==> src/design/gcer_pkg.sv <==
// ----------------------------------------------------------------------------
// gcer_pkg
// Shared types and constants for the gamepad change-event reporter.
// ----------------------------------------------------------------------------
package gcer_pkg;

  localparam int MAX_BUTTONS      = 16;
  localparam int MAX_AXES         = 4;
  localparam int NUM_BUTTONS_DEF  = 14;
  localparam int NUM_AXES_DEF     = 4;

  localparam int BTN_RAW_W  = 16;
  localparam int SAMPLE_W   = 16;
  localparam int DZ_W       = 15;
  localparam int INV_W      = 4;
  localparam int CH_W       = 4;
  localparam int CFG_IDX_W  = 1;
  localparam int CFG_DATA_W = 15;
  localparam int QUANT_SH   = 7;

  localparam logic [DZ_W-1:0]  DEADZONE_RST = 15'd1800;
  localparam logic [INV_W-1:0] INVERT_RST   = 4'd10;

  // logical button index -> physical bit
  localparam logic [3:0] PHYS_BIT [MAX_BUTTONS] = '{
    4'd0, 4'd1, 4'd2, 4'd3, 4'd6, 4'd7, 4'd8, 4'd9,
    4'd10, 4'd11, 4'd12, 4'd13, 4'd14, 4'd15, 4'd4, 4'd5
  };

  typedef enum logic [1:0] {
    ST_IDLE,
    ST_EVAL,
    ST_EMIT
  } state_t;

  typedef enum logic [CFG_IDX_W-1:0] {
    REG_DEADZONE = 1'b0,
    REG_INVERT   = 1'b1
  } cfg_reg_t;

  typedef enum logic {
    KIND_BUTTON = 1'b0,
    KIND_AXIS   = 1'b1
  } event_kind_t;

  typedef struct packed {
    logic update;
    logic primed;
    logic fwd;
  } lane_ctrl_t;

endpackage

==> src/design/gamepad_change_event_reporter.sv <==
// ----------------------------------------------------------------------------
// gamepad_change_event_reporter
// Conditions one gamepad frame in parallel lanes and reports changed channels.
// ----------------------------------------------------------------------------
// Path: an input beat is registered, evaluated in ST_EVAL into the pending mask,
//   then each event is registered for out_valid. A new frame is accepted only
//   in idle, after every pending event has moved out; the event serializer
//   moves out one beat per cycle while out_ready does not stall it.
// Reset: synchronous active-low; registers return to deadzone 1800, invert
//   mask 10, zeroed history, unprimed (next frame reports every channel).
module gamepad_change_event_reporter #(
  parameter int NUM_BUTTONS = gcer_pkg::NUM_BUTTONS_DEF,
  parameter int NUM_AXES    = gcer_pkg::NUM_AXES_DEF
) (
  input  logic                                   clk,
  input  logic                                   rst_n,
  input  logic                                   cfg_we,
  input  logic [gcer_pkg::CFG_IDX_W-1:0]         cfg_index,
  input  logic [gcer_pkg::CFG_DATA_W-1:0]        cfg_wdata,
  input  logic                                   in_valid,
  output logic                                   in_ready,
  input  logic [gcer_pkg::BTN_RAW_W-1:0]         in_buttons_raw,
  input  logic signed [gcer_pkg::SAMPLE_W-1:0]   in_left_x,
  input  logic signed [gcer_pkg::SAMPLE_W-1:0]   in_left_y,
  input  logic signed [gcer_pkg::SAMPLE_W-1:0]   in_right_x,
  input  logic signed [gcer_pkg::SAMPLE_W-1:0]   in_right_y,
  input  logic                                   in_forward,
  output logic                                   out_valid,
  input  logic                                   out_ready,
  output logic                                   out_event_kind,
  output logic [gcer_pkg::CH_W-1:0]              out_channel,
  output logic signed [gcer_pkg::SAMPLE_W-1:0]   out_value,
  output logic                                   out_last_event
);

  localparam int NCH = NUM_BUTTONS + NUM_AXES;

  gcer_pkg::state_t                     state_r, state_nxt;
  logic [gcer_pkg::DZ_W-1:0]            deadzone_r, deadzone_nxt;
  logic [gcer_pkg::INV_W-1:0]           invert_r, invert_nxt;
  logic                                 primed_r, primed_nxt;
  logic [NUM_BUTTONS-1:0]               prev_btn_r, prev_btn_nxt;

  logic [gcer_pkg::BTN_RAW_W-1:0]       raw_r;
  logic signed [gcer_pkg::SAMPLE_W-1:0] samp_r [gcer_pkg::MAX_AXES];
  logic                                 fwd_r;

  logic                                 accept;
  logic                                 eval;
  logic                                 pend_empty;
  logic [NUM_BUTTONS-1:0]               btn_now;
  logic [NCH-1:0]                       chg_mask;
  logic signed [gcer_pkg::SAMPLE_W-1:0] axis_vals [NUM_AXES];
  gcer_pkg::lane_ctrl_t                 lane_ctrl;

  assign in_ready = (state_r == gcer_pkg::ST_IDLE);
  assign accept   = in_valid && in_ready;
  assign eval     = (state_r == gcer_pkg::ST_EVAL);

  assign lane_ctrl.update = eval;
  assign lane_ctrl.primed = primed_r;
  assign lane_ctrl.fwd    = fwd_r;

  // button lanes
  for (genvar b = 0; b < NUM_BUTTONS; b++) begin : g_btn
    assign btn_now[b]  = fwd_r && raw_r[gcer_pkg::PHYS_BIT[b]];
    assign chg_mask[b] = !primed_r || (btn_now[b] != prev_btn_r[b]);
  end

  // axis lanes
  for (genvar a = 0; a < NUM_AXES; a++) begin : g_axis
    gcer_axis_lane u_lane (
      .clk      (clk),
      .rst_n    (rst_n),
      .ctrl     (lane_ctrl),
      .sample   (samp_r[a]),
      .invert   (invert_r[a]),
      .deadzone (deadzone_r),
      .value    (axis_vals[a]),
      .changed  (chg_mask[NUM_BUTTONS+a])
    );
  end

  gcer_merge #(
    .NUM_BUTTONS (NUM_BUTTONS),
    .NUM_AXES    (NUM_AXES)
  ) u_merge (
    .clk            (clk),
    .rst_n          (rst_n),
    .load           (eval),
    .chg_mask       (chg_mask),
    .btn_vals       (btn_now),
    .axis_vals      (axis_vals),
    .out_ready      (out_ready),
    .out_valid      (out_valid),
    .out_event_kind (out_event_kind),
    .out_channel    (out_channel),
    .out_value      (out_value),
    .out_last_event (out_last_event),
    .pend_empty     (pend_empty)
  );

  always_comb begin
    state_nxt    = state_r;
    deadzone_nxt = deadzone_r;
    invert_nxt   = invert_r;
    primed_nxt   = primed_r;
    prev_btn_nxt = prev_btn_r;
    if (cfg_we) begin
      case (cfg_index)
        gcer_pkg::REG_DEADZONE: deadzone_nxt = cfg_wdata[gcer_pkg::DZ_W-1:0];
        gcer_pkg::REG_INVERT:   invert_nxt   = cfg_wdata[gcer_pkg::INV_W-1:0];
        default: ;
      endcase
    end
    case (state_r)
      gcer_pkg::ST_IDLE: begin
        if (accept) begin
          state_nxt = gcer_pkg::ST_EVAL;
        end
      end
      gcer_pkg::ST_EVAL: begin
        prev_btn_nxt = btn_now;
        primed_nxt   = 1'b1;
        state_nxt    = gcer_pkg::ST_EMIT;
      end
      gcer_pkg::ST_EMIT: begin
        if (pend_empty) begin
          state_nxt = gcer_pkg::ST_IDLE;
        end
      end
      default: state_nxt = gcer_pkg::ST_IDLE;
    endcase
  end

  always_ff @(posedge clk) begin
    if (!rst_n) begin
      state_r    <= gcer_pkg::ST_IDLE;
      deadzone_r <= gcer_pkg::DEADZONE_RST;
      invert_r   <= gcer_pkg::INVERT_RST;
      primed_r   <= 1'b0;
      prev_btn_r <= '0;
    end else begin
      state_r    <= state_nxt;
      deadzone_r <= deadzone_nxt;
      invert_r   <= invert_nxt;
      primed_r   <= primed_nxt;
      prev_btn_r <= prev_btn_nxt;
    end
  end

  always_ff @(posedge clk) begin
    if (accept) begin
      raw_r     <= in_buttons_raw;
      samp_r[0] <= in_left_x;
      samp_r[1] <= in_left_y;
      samp_r[2] <= in_right_x;
      samp_r[3] <= in_right_y;
      fwd_r     <= in_forward;
    end
  end

  a_first_frame_all: assert property (@(posedge clk) disable iff (!rst_n)
    (eval && !primed_r) |-> (&chg_mask))
    else $error("unprimed frame did not flag every channel");

  a_ready_idle_merge: assert property (@(posedge clk) disable iff (!rst_n)
    in_ready |-> pend_empty)
    else $error("input ready while events still pending");

  a_eval_primes: assert property (@(posedge clk) disable iff (!rst_n)
    eval |=> primed_r)
    else $error("frame evaluated without priming history");

endmodule

==> src/design/gcer_axis_lane.sv <==
// ----------------------------------------------------------------------------
// gcer_axis_lane
// One axis: invert, clamp, deadzone, quantize, compare against last value.
// ----------------------------------------------------------------------------
module gcer_axis_lane (
  input  logic                                 clk,
  input  logic                                 rst_n,
  input  gcer_pkg::lane_ctrl_t                 ctrl,
  input  logic signed [gcer_pkg::SAMPLE_W-1:0] sample,
  input  logic                                 invert,
  input  logic [gcer_pkg::DZ_W-1:0]            deadzone,
  output logic signed [gcer_pkg::SAMPLE_W-1:0] value,
  output logic                                 changed
);

  logic signed [gcer_pkg::SAMPLE_W:0]   ext;
  logic signed [gcer_pkg::SAMPLE_W:0]   flipped;
  logic signed [gcer_pkg::SAMPLE_W:0]   clamped;
  logic [gcer_pkg::SAMPLE_W:0]          abs_v;
  logic [gcer_pkg::DZ_W-1:0]            mag;
  logic [gcer_pkg::DZ_W-1:0]            qmag;
  logic                                 neg;
  logic signed [gcer_pkg::SAMPLE_W-1:0] cond;
  logic signed [gcer_pkg::SAMPLE_W-1:0] prev_r;
  logic signed [gcer_pkg::SAMPLE_W-1:0] prev_nxt;

  always_comb begin
    ext     = {sample[gcer_pkg::SAMPLE_W-1], sample};
    flipped = invert ? -ext : ext;
    if (flipped > 17'sd32767) begin
      clamped = 17'sd32767;
    end else if (flipped < -17'sd32767) begin
      clamped = -17'sd32767;
    end else begin
      clamped = flipped;
    end
    neg   = clamped[gcer_pkg::SAMPLE_W];
    abs_v = neg ? 17'(-clamped) : 17'(clamped);
    mag   = abs_v[gcer_pkg::DZ_W-1:0];
    qmag  = {mag[gcer_pkg::DZ_W-1:gcer_pkg::QUANT_SH], {gcer_pkg::QUANT_SH{1'b0}}};
    if (mag < deadzone) begin
      cond = '0;
    end else if (neg) begin
      cond = -$signed({1'b0, qmag});
    end else begin
      cond = $signed({1'b0, qmag});
    end
    value    = ctrl.fwd ? cond : '0;
    changed  = !ctrl.primed || (value != prev_r);
    prev_nxt = ctrl.update ? value : prev_r;
  end

  always_ff @(posedge clk) begin
    if (!rst_n) begin
      prev_r <= '0;
    end else begin
      prev_r <= prev_nxt;
    end
  end

endmodule

==> src/design/gcer_merge.sv <==
// ----------------------------------------------------------------------------
// gcer_merge
// Collects lane change flags and serializes one event beat per cycle while out_ready allows.
// ----------------------------------------------------------------------------
module gcer_merge #(
  parameter int NUM_BUTTONS = gcer_pkg::NUM_BUTTONS_DEF,
  parameter int NUM_AXES    = gcer_pkg::NUM_AXES_DEF
) (
  input  logic                                 clk,
  input  logic                                 rst_n,
  input  logic                                 load,
  input  logic [NUM_BUTTONS+NUM_AXES-1:0]      chg_mask,
  input  logic [NUM_BUTTONS-1:0]               btn_vals,
  input  logic signed [gcer_pkg::SAMPLE_W-1:0] axis_vals [NUM_AXES],
  input  logic                                 out_ready,
  output logic                                 out_valid,
  output logic                                 out_event_kind,
  output logic [gcer_pkg::CH_W-1:0]            out_channel,
  output logic signed [gcer_pkg::SAMPLE_W-1:0] out_value,
  output logic                                 out_last_event,
  output logic                                 pend_empty
);

  localparam int NCH = NUM_BUTTONS + NUM_AXES;

  logic [NCH-1:0]                       pend_r, pend_nxt;
  logic [NUM_BUTTONS-1:0]               btn_r;
  logic signed [gcer_pkg::SAMPLE_W-1:0] axis_r [NUM_AXES];
  logic                                 out_valid_r, out_valid_nxt;
  logic                                 kind_r;
  logic [gcer_pkg::CH_W-1:0]            chan_r;
  logic signed [gcer_pkg::SAMPLE_W-1:0] val_r;
  logic                                 last_r;

  logic                                 found;
  logic [NCH-1:0]                       clr;
  logic                                 sel_kind;
  logic [gcer_pkg::CH_W-1:0]            sel_chan;
  logic signed [gcer_pkg::SAMPLE_W-1:0] sel_val;
  logic                                 take;

  always_comb begin
    found    = 1'b0;
    clr      = '0;
    sel_kind = gcer_pkg::KIND_BUTTON;
    sel_chan = '0;
    sel_val  = '0;
    for (int b = 0; b < NUM_BUTTONS; b++) begin
      if (pend_r[b] && !found) begin
        found    = 1'b1;
        clr[b]   = 1'b1;
        sel_kind = gcer_pkg::KIND_BUTTON;
        sel_chan = gcer_pkg::CH_W'(b);
        sel_val  = $signed({{(gcer_pkg::SAMPLE_W-1){1'b0}}, btn_r[b]});
      end
    end
    for (int a = 0; a < NUM_AXES; a++) begin
      if (pend_r[NUM_BUTTONS+a] && !found) begin
        found              = 1'b1;
        clr[NUM_BUTTONS+a] = 1'b1;
        sel_kind           = gcer_pkg::KIND_AXIS;
        sel_chan           = gcer_pkg::CH_W'(a);
        sel_val            = axis_r[a];
      end
    end
    take = found && (!out_valid_r || out_ready);
    if (load) begin
      pend_nxt = chg_mask;
    end else if (take) begin
      pend_nxt = pend_r & ~clr;
    end else begin
      pend_nxt = pend_r;
    end
    if (take) begin
      out_valid_nxt = 1'b1;
    end else if (out_ready) begin
      out_valid_nxt = 1'b0;
    end else begin
      out_valid_nxt = out_valid_r;
    end
  end

  always_ff @(posedge clk) begin
    if (!rst_n) begin
      pend_r      <= '0;
      out_valid_r <= 1'b0;
    end else begin
      pend_r      <= pend_nxt;
      out_valid_r <= out_valid_nxt;
    end
  end

  always_ff @(posedge clk) begin
    if (load) begin
      btn_r  <= btn_vals;
      axis_r <= axis_vals;
    end
    if (take) begin
      kind_r <= sel_kind;
      chan_r <= sel_chan;
      val_r  <= sel_val;
      last_r <= ((pend_r & ~clr) == '0);
    end
  end

  assign out_valid      = out_valid_r;
  assign out_event_kind = kind_r;
  assign out_channel    = chan_r;
  assign out_value      = val_r;
  assign out_last_event = last_r;
  assign pend_empty     = (pend_r == '0);

  a_load_when_empty: assert property (@(posedge clk) disable iff (!rst_n)
    load |-> (pend_r == '0))
    else $error("new frame loaded over pending events");

  a_nonlast_pending: assert property (@(posedge clk) disable iff (!rst_n)
    (out_valid_r && !last_r) |-> (pend_r != '0))
    else $error("non-last beat shown with no events remaining");

  a_pending_moves: assert property (@(posedge clk) disable iff (!rst_n)
    ((pend_r != '0) && !out_valid_r) |=> out_valid_r)
    else $error("pending event not moved to output");

endmodule
==> config.mk <==
export PLATFORM = sky130hd
export DESIGN_NAME = gamepad_change_event_reporter
export DESIGN_NICKNAME = d
export VERILOG_FILES = /design/src/design/gcer_pkg.sv /design/src/design/gamepad_change_event_reporter.sv /design/src/design/gcer_axis_lane.sv /design/src/design/gcer_merge.sv
export SDC_FILE = /design/constraint.sdc
export NUM_CORES = 1
export LEC_CHECK = 0
export ABC_AREA = 1
export BUFFER_PORTS_ARGS = -buffer_cell sky130_fd_sc_hd__buf_2
export CORE_ASPECT_RATIO = 1.1
export CORE_MARGIN = 10
export CORE_UTILIZATION = 40
export DETAILED_ROUTE_END_ITERATION = 6
export SKIP_LAST_GASP = 1
export SLEW_MARGIN = 20
export SYNTH_ARGS = -nofsm -noshare
export SYNTH_HDL_FRONTEND = slang
export SYNTH_SLANG_ARGS = --single-unit
==> constraint.sdc <==
create_clock -name clk -period 10.05 [get_ports clk]
set_clock_uncertainty 0.15 [all_clocks]
set_input_delay 1.5075 -clock clk [delete_from_list [all_inputs] [get_ports clk]]
set_output_delay 1.5075 -clock clk [all_outputs]
set_load 0.01 [all_outputs]
# Yosys cells after proc, flatten, opt, wreduce, memory -nomap -nowiden
# Memory sizes are Yosys's and may differ from the RTL's.
# Index checks and enable logic that the tools add are counted.
[totals]
reg_bits = 236
latchBits = 0
ram_bits = 64
rom_bits = 0
in_bits = 102
word_cells = 262
n_memories = 1
[memory_table]
columns = ["memory", "words", "word_bits", "rd", "rd_ports_with_merged_regs", "write_ports", "line_no", "text"]
rows = [
  ["samp_r", 4, 16, 4, 0, 4, "gamepad_change_event_reporter.sv:45", "logic signed [gcer_pkg::SAMPLE_W-1:0] samp_r [gcer_pkg::MAX_AXES];"],
]
[op_classes]
addsub = 12
n_mul = 0
div = 0
n_lt_le_gt_ge = 12
n_eq_ne = 22
shift = 0
muxes = 106
n_bitwise = 3
reduce_logical = 82
[ops]
columns = ["op", "n"]
rows = [
  ["16-bit 2-to-1 mux", 29],
  ["17-bit 2-to-1 mux", 12],
  ["17-bit by 16-bit > comparator with 1-bit output (second input constant)", 4],
  ["17-bit by 16-bit less-than comparator with 1-bit output (second input constant)", 4],
  ["16-bit negation with 17-bit output", 4],
  ["16-bit inequality test", 4],
  ["15-bit negation with 16-bit output", 4],
  ["15-bit less-than comparator", 4],
  ["15-bit 2-to-1 mux", 4],
  ["15-bit negation", 4],
  ["4-bit 2-to-1 mux", 11],
  ["1-bit 2-to-1 mux", 42],
  ["18-bit logical NOT", 2],
  ["18-bit 2-to-1 mux", 2],
  ["1-bit logical AND", 33],
  ["1-bit logical NOT", 19],
  ["1-bit logical OR", 19],
  ["18-bit bitwise AND", 1],
  ["18-bit NOT", 1],
  ["1-bit inequality test", 14],
  ["2-bit 2-to-1 mux", 5],
  ["2-bit one-hot mux with 3 select lines", 1],
  ["2-bit AND reduction", 3],
  ["2-bit nonzero test", 2],
  ["9 further kinds", 9],
]

# Depth between registers and ports, before layout
[depth]
ltp_word = 56
ltp_mapped = 44
depth_no_buf = 43

# By module
# Synthesis repeated with hierarchy kept, for this count alone.
[hier_totals]
hier_cells = 2624
area_unflattened_um2 = 18985.7
[modules_own_cells]
columns = ["mod", "n_inst", "cells_each", "area_each_um2", "seq_area_each_um2"]
rows = [
  ["gcer_merge", 1, 461, 5071.1, 3383.2],
  ["gcer_axis_lane (g_axis[0].u_lane ...)", 2, 454, 2473.6, 180.2],
  ["gamepad_change_event_reporter", 1, 368, 4125.2, 3093.0],
  ["gcer_axis_lane (g_axis[2].u_lane)", 1, 455, 2519.9, 180.2],
  ["gcer_axis_lane (g_axis[3].u_lane)", 1, 432, 2322.2, 180.2],
]

# Worst setup path after synthesis
# Ideal clock, no wire load.
[synth_path]
path_type = "input to register"
startpoint = "in in_valid"
endpoint = "reg fwd_r, enable pin"
arrival_time_ns = 6.891
required_ns = 9.286
slack_ns = 2.395
stages = 2
path_cell_list = "inv_1 -> nor3_1"
[synth_via]
elab_chain_len = 1
[synth_lines]
columns = ["element", "line_no", "text"]
rows = [
  ["start, declared", "gamepad_change_event_reporter.sv:20", "input logic in_valid,"],
  ["1-bit logical AND", "gamepad_change_event_reporter.sv:57", "assign accept = in_valid && in_ready;"],
  ["via accept", "gamepad_change_event_reporter.sv:48", "logic accept;"],
  ["end signal, assigned", "gamepad_change_event_reporter.sv:159", "fwd_r <= in_forward;"],
  ["end, declared", "gamepad_change_event_reporter.sv:46", "logic fwd_r;"],
]
# The timed path passes the listed nets, and every way through them passes these cells.
# A chain may end at the register's enable or synchronous reset.

# Worst setup path after layout
[layout_path]
startpoint = "reg invert_r[0] (netlist bit)"
endpoint = "reg u_merge.pend_r[14]"
[layout_via]
elab_chain_len = 13
word_cells_on_any_way = 15
cone_classes = "add/sub: 2; order compare: 3; eq/ne: 1; mux: 8; reduce/logical: 1"
[layout_lines]
columns = ["element", "line_no", "text"]
rows = [
  ["start, declared", "gamepad_change_event_reporter.sv:40", "logic [gcer_pkg::INV_W-1:0] invert_r, invert_nxt;"],
  ["start signal, assigned", "gamepad_change_event_reporter.sv:140", "invert_r <= gcer_pkg::INVERT_RST;"],
  ["start signal, assigned", "gamepad_change_event_reporter.sv:146", "invert_r <= invert_nxt;"],
  ["17-bit 2-to-1 mux (*)", "gcer_axis_lane.sv:29", "flipped = invert ? -ext : ext;"],
  ["17-bit by 16-bit less-than comparator with 1-bit output", "gcer_axis_lane.sv:32", "end else if (flipped < -17'sd32767) begin"],
  ["17-bit 2-to-1 mux", "gcer_axis_lane.sv:32", ""],
  ["17-bit 2-to-1 mux (*)", "gcer_axis_lane.sv:30", "if (flipped > 17'sd32767) begin"],
  ["15-bit negation", "gcer_axis_lane.sv:38", "abs_v = neg ? 17'(-clamped) : 17'(clamped);"],
  ["15-bit 2-to-1 mux", "gcer_axis_lane.sv:38", ""],
  ["15-bit negation with 16-bit output", "gcer_axis_lane.sv:44", "cond = -$signed({1'b0, qmag});"],
  ["16-bit 2-to-1 mux", "gcer_axis_lane.sv:43", "end else if (neg) begin"],
  ["16-bit 2-to-1 mux (*)", "gcer_axis_lane.sv:41", "if (mag < deadzone) begin"],
  ["16-bit 2-to-1 mux (*)", "gcer_axis_lane.sv:48", "value = ctrl.fwd ? cond : '0;"],
  ["16-bit inequality test (*)", "gcer_axis_lane.sv:49", "changed = !ctrl.primed || (value != prev_r);"],
  ["1-bit logical OR (*)", "gcer_axis_lane.sv:49", ""],
  ["18-bit 2-to-1 mux (*)", "gcer_merge.sv:67", "if (load) begin"],
  ["end signal, assigned", "gcer_merge.sv:88", "pend_r <= pend_nxt;"],
  ["end, declared", "gcer_merge.sv:26", "logic [NCH-1:0] pend_r, pend_nxt;"],
]
# Every way passes the cells marked *; elsewhere a longest branch is shown, timed or not.

==> run summary <==
H-tree depth -> 1
wire length per cell -> 13.87 um
Hold Crit Depth -> 1
row cnt -> 76
synth cell count leaders -> nand2_1 (676), inv_1 (296), nand3_1 (203)
Max Cap Violations -> 0
Reg2Reg Setup Slack -> 2.94 ns
CTS Buf Count -> 27
via count -> 14,420
RSZ-0062 raised after global routing -> no
Worst-Skew Late Latency -> 0.57 ns
CTS max path bufs -> 3
area of the multi-input gates -> 8153 um2
Worst path most repeated cell -> nand2_1
Final Cycle Share -> 70.78%
P&R area growth vs syn -> 11.94%
Total Negative Setup Slacks -> 0 ns
DRC violations left -> 0
post-synthesis cell area -> 15,860 um2
DRT antenna net count -> 0
register area share after synthesis -> 38.94%
CTS clk-pin slew, worst paths -> 0.06 ns
synth top area cells -> edfxtp_1 (27%), nand2_1 (16%), dfxtp_1 (11%), inv_1 (7.0%), nand3_1 (6.4%)
Remaining Overflow, GRT -> 0
Sequential Power Share -> 35.8%
CTS root buf -> clkbuf_16
Avg Cell Area, Syn -> 7.012 um2
final setup vio count -> 0
Unique masters post-synth -> 54
Peak Freq -> 140.6 MHz
sw power -> 1270 uW
crit start category -> flop
Post-CTS Setup Repair Bufs -> 0
critical path's largest stage delay -> 0.74 ns
CP endpoint kind -> flop
critical path's slowest cell -> dfxtp_1
Synth Flop Type -> edfxtp_1
Switching Share -> 37.10%
minimum clock period -> 7.114 ns
pin count of the biggest net entering global routing -> 84
clock sinks -> 236
Synth Instances -> 2,262
CP Class -> flop to flop
chip height -> 228.9 um
asr flop ratio synth -> 0%
die area -> 48,030 um2
Slew @ Worst Pin -> 0.9315 ns
Hold Startpoint -> state_r[0]$_SDFFE_PN0P_
core area -> 39,180 um2
status -> completed
initial antenna violation count -> 0
final-stage net count -> 2,525
first-pass GRT wire length -> 66.32 mm
hold crit path type -> flop to flop
Max FO, Critical Path -> 22
clock power share -> 29.6%
DR vias/cell -> 5.010
drt pass-1 iters -> 7
yosys synthesis warning count -> 0
Final Max Slew Viols -> 0
Seq. cell area -> 6176 um2
worst hold slack -> 0.3582 ns
GR Util All Layers -> 16.21%
P_leak -> 0.008472 uW
Buffers on Ports -> 117
count leader, synth -> nand2_1
final hold vios -> 0
routability-driven placement congestion ratio -> 0.8505
# diodes -> 0
vias in the first global route -> 13,720
register bit total from synthesis -> 236
Comb power frac -> 34.6%
fillers -> 3,994
worst vdd ir -> 0.0001265 V
WHS Endpoint -> state_r[0]$_SDFFE_PN0P_
worst reg2reg path startpoint -> invert_r[0]$_SDFFE_PN0P_
WL final -> 39.92 mm
Int Power -> 2153 uW
Die X -> 209.9 um
Worst EP required -> 10.33 ns
Yosys top cell by area -> edfxtp_1
Slew headroom -> 37.83%
# IOs -> 126
CTS Hold Buffers Added -> 0
R2R Path End -> u_merge.pend_r[14]$_SDFFE_PN0P_
DRT iter0 DRCs -> 940
CTS tree -> built
Power Dens Cells -> 192.8 nW/um2
top cell type's share of synthesized area -> 27.45%
reg2reg path depth -> 37
Initial Utilization -> 40.49%
number of synthesized flops with an enable pin -> 145
HPWL after DPL -> 30.58 mm
crit path DAT -> 7.39 ns
layout cell share with drive strength beyond 1 -> 9.486%
cts repair resizes -> 0
## kinds of logic (layout without fill, tap and decap cells)
logic type | count (synthesis) | count (layout) | share of synthesized area (%)
adder cells (fa/ha/maj) | 72 | 72 | 5.680
flip-flops | 236 | 236 | 38.94
AND/OR/NAND/NOR | 1190 | 1190 | 32.13
XOR/XNOR | 46 | 46 | 2.540
AO/OA/AOI/OAI | 318 | 318 | 10.76
multiplexers | 1 | 1 | 0.07099
other | 1 | 6 | 0.02364
buffers and inverters | 398 | 503 | 9.860
## worst max-delay path by stage
stage	startpoint	to	slack, ns
finish	invert_r[0]$_SDFFE_PN0P_	u_merge.pend_r[14]$_SDFFE_PN0P_	2.94
global route	invert_r[0]$_SDFFE_PN0P_	u_merge.pend_r[14]$_SDFFE_PN0P_	1.93
CTS	invert_r[0]$_SDFFE_PN0P_	u_merge.pend_r[14]$_SDFFE_PN0P_	2.96
detailed placement	invert_r[0]$_SDFFE_PN0P_	u_merge.pend_r[14]$_SDFFE_PN0P_	2.96
global placement	invert_r[0]$_SDFFE_PN0P_	u_merge.pend_r[14]$_SDFFE_PN0P_	3.02
floorplan	in_valid	fwd_r$_DFFE_PP_	2.40
## per-layer routing
layer,up-vias,track usage [%],wire length (um)
li1,7579,-,-
met1,6509,21.68,19050
met2,294,26.94,18390
met3,42,2.159,1782
met4,0,3.960,696
met5,-,0,0
## placed cells by master, fill, tap and decap left out, types with 9 or more instances in the layout
master / synthesis / layout
nor2_2: 9 / 9
o21ai_1: 30 / 30
buf_2: 11 / 117
nand3_1: 203 / 203
nor3_1: 17 / 16
xnor2_1: 15 / 15
o21ai_0: 128 / 128
inv_2: 30 / 30
clkbuf_16: 0 / 27
nor2_1: 187 / 186
nand3b_1: 20 / 20
a21oi_1: 120 / 120
a31oi_1: 10 / 10
inv_1: 296 / 296
nand4_1: 50 / 50
edfxtp_1: 145 / 145
dfxtp_1: 91 / 91
nand2_1: 676 / 676
ha_1: 72 / 72
xor2_1: 31 / 31
## flip-flops by register name, indices dropped and copies added (netlist names), 2 cells and up
| signal | flops |
|---|---|
| deadzone_r | 15 |
| g_axis.u_lane.prev_r | 36 |
| invert_r | 4 |
| prev_btn_r | 14 |
| raw_r | 14 |
| samp_r | 64 |
| state_r | 2 |
| u_merge.axis_r | 36 |
| u_merge.btn_r | 14 |
| u_merge.out_channel | 4 |
| u_merge.out_value | 10 |
| u_merge.pend_r | 18 |
## layout make-up
type | instances | area share, %
Sequential cell | 236 | 34.78
Multi-Input combinational cell | 1633 | 45.92
Clock buffer | 34 | 4.122
Clock inverter | 16 | 1.008
Inverter | 329 | 6.983
Tap cell | 507 | 3.573
Timing Repair Buffer | 124 | 3.615
## worst max-delay path, delay by kind of cell (launching register included)
| kind | cells | cell delay (ns) |
|---|---|---|
| and+or+nand+nor | 24 | 3.05 |
| buffers and inverters | 4 | 0.51 |
| adders and majority gates | 3 | 0.74 |
| AOI/OAI and AO/OA | 5 | 1.49 |
| DFF | 1 | 0.74 |
| xor gates and xnor gates | 1 | 0.27 |
## stage by stage
stage	utilization [%]	setup WS [ns]	cells	power, uW	area [um2]
6_report	45.32	2.936	2879	3424	17760
5_1_grt	45.32	1.927	2879	3704	17760
4_1_cts	45.31	2.959	2879	3465	17750
3_5_place_dp	42.99	2.964	2829	2429	16840
3_3_place_gp	42.99	3.017	2829	2397	16840
2_1_floorplan	-	2.395	2267	2144	15880
## power groups by stage
stage / logic [uW] / registers [uW] / clock network [uW]
floorplan: 897 / 1250 / 0
global placement: 1150 / 1240 / 0
detailed placement: 1180 / 1250 / 0
CTS: 1190 / 1230 / 1050
global route: 1380 / 1240 / 1090
finish: 1190 / 1220 / 1010
Note: power is estimated with default switching activity, not from simulation.
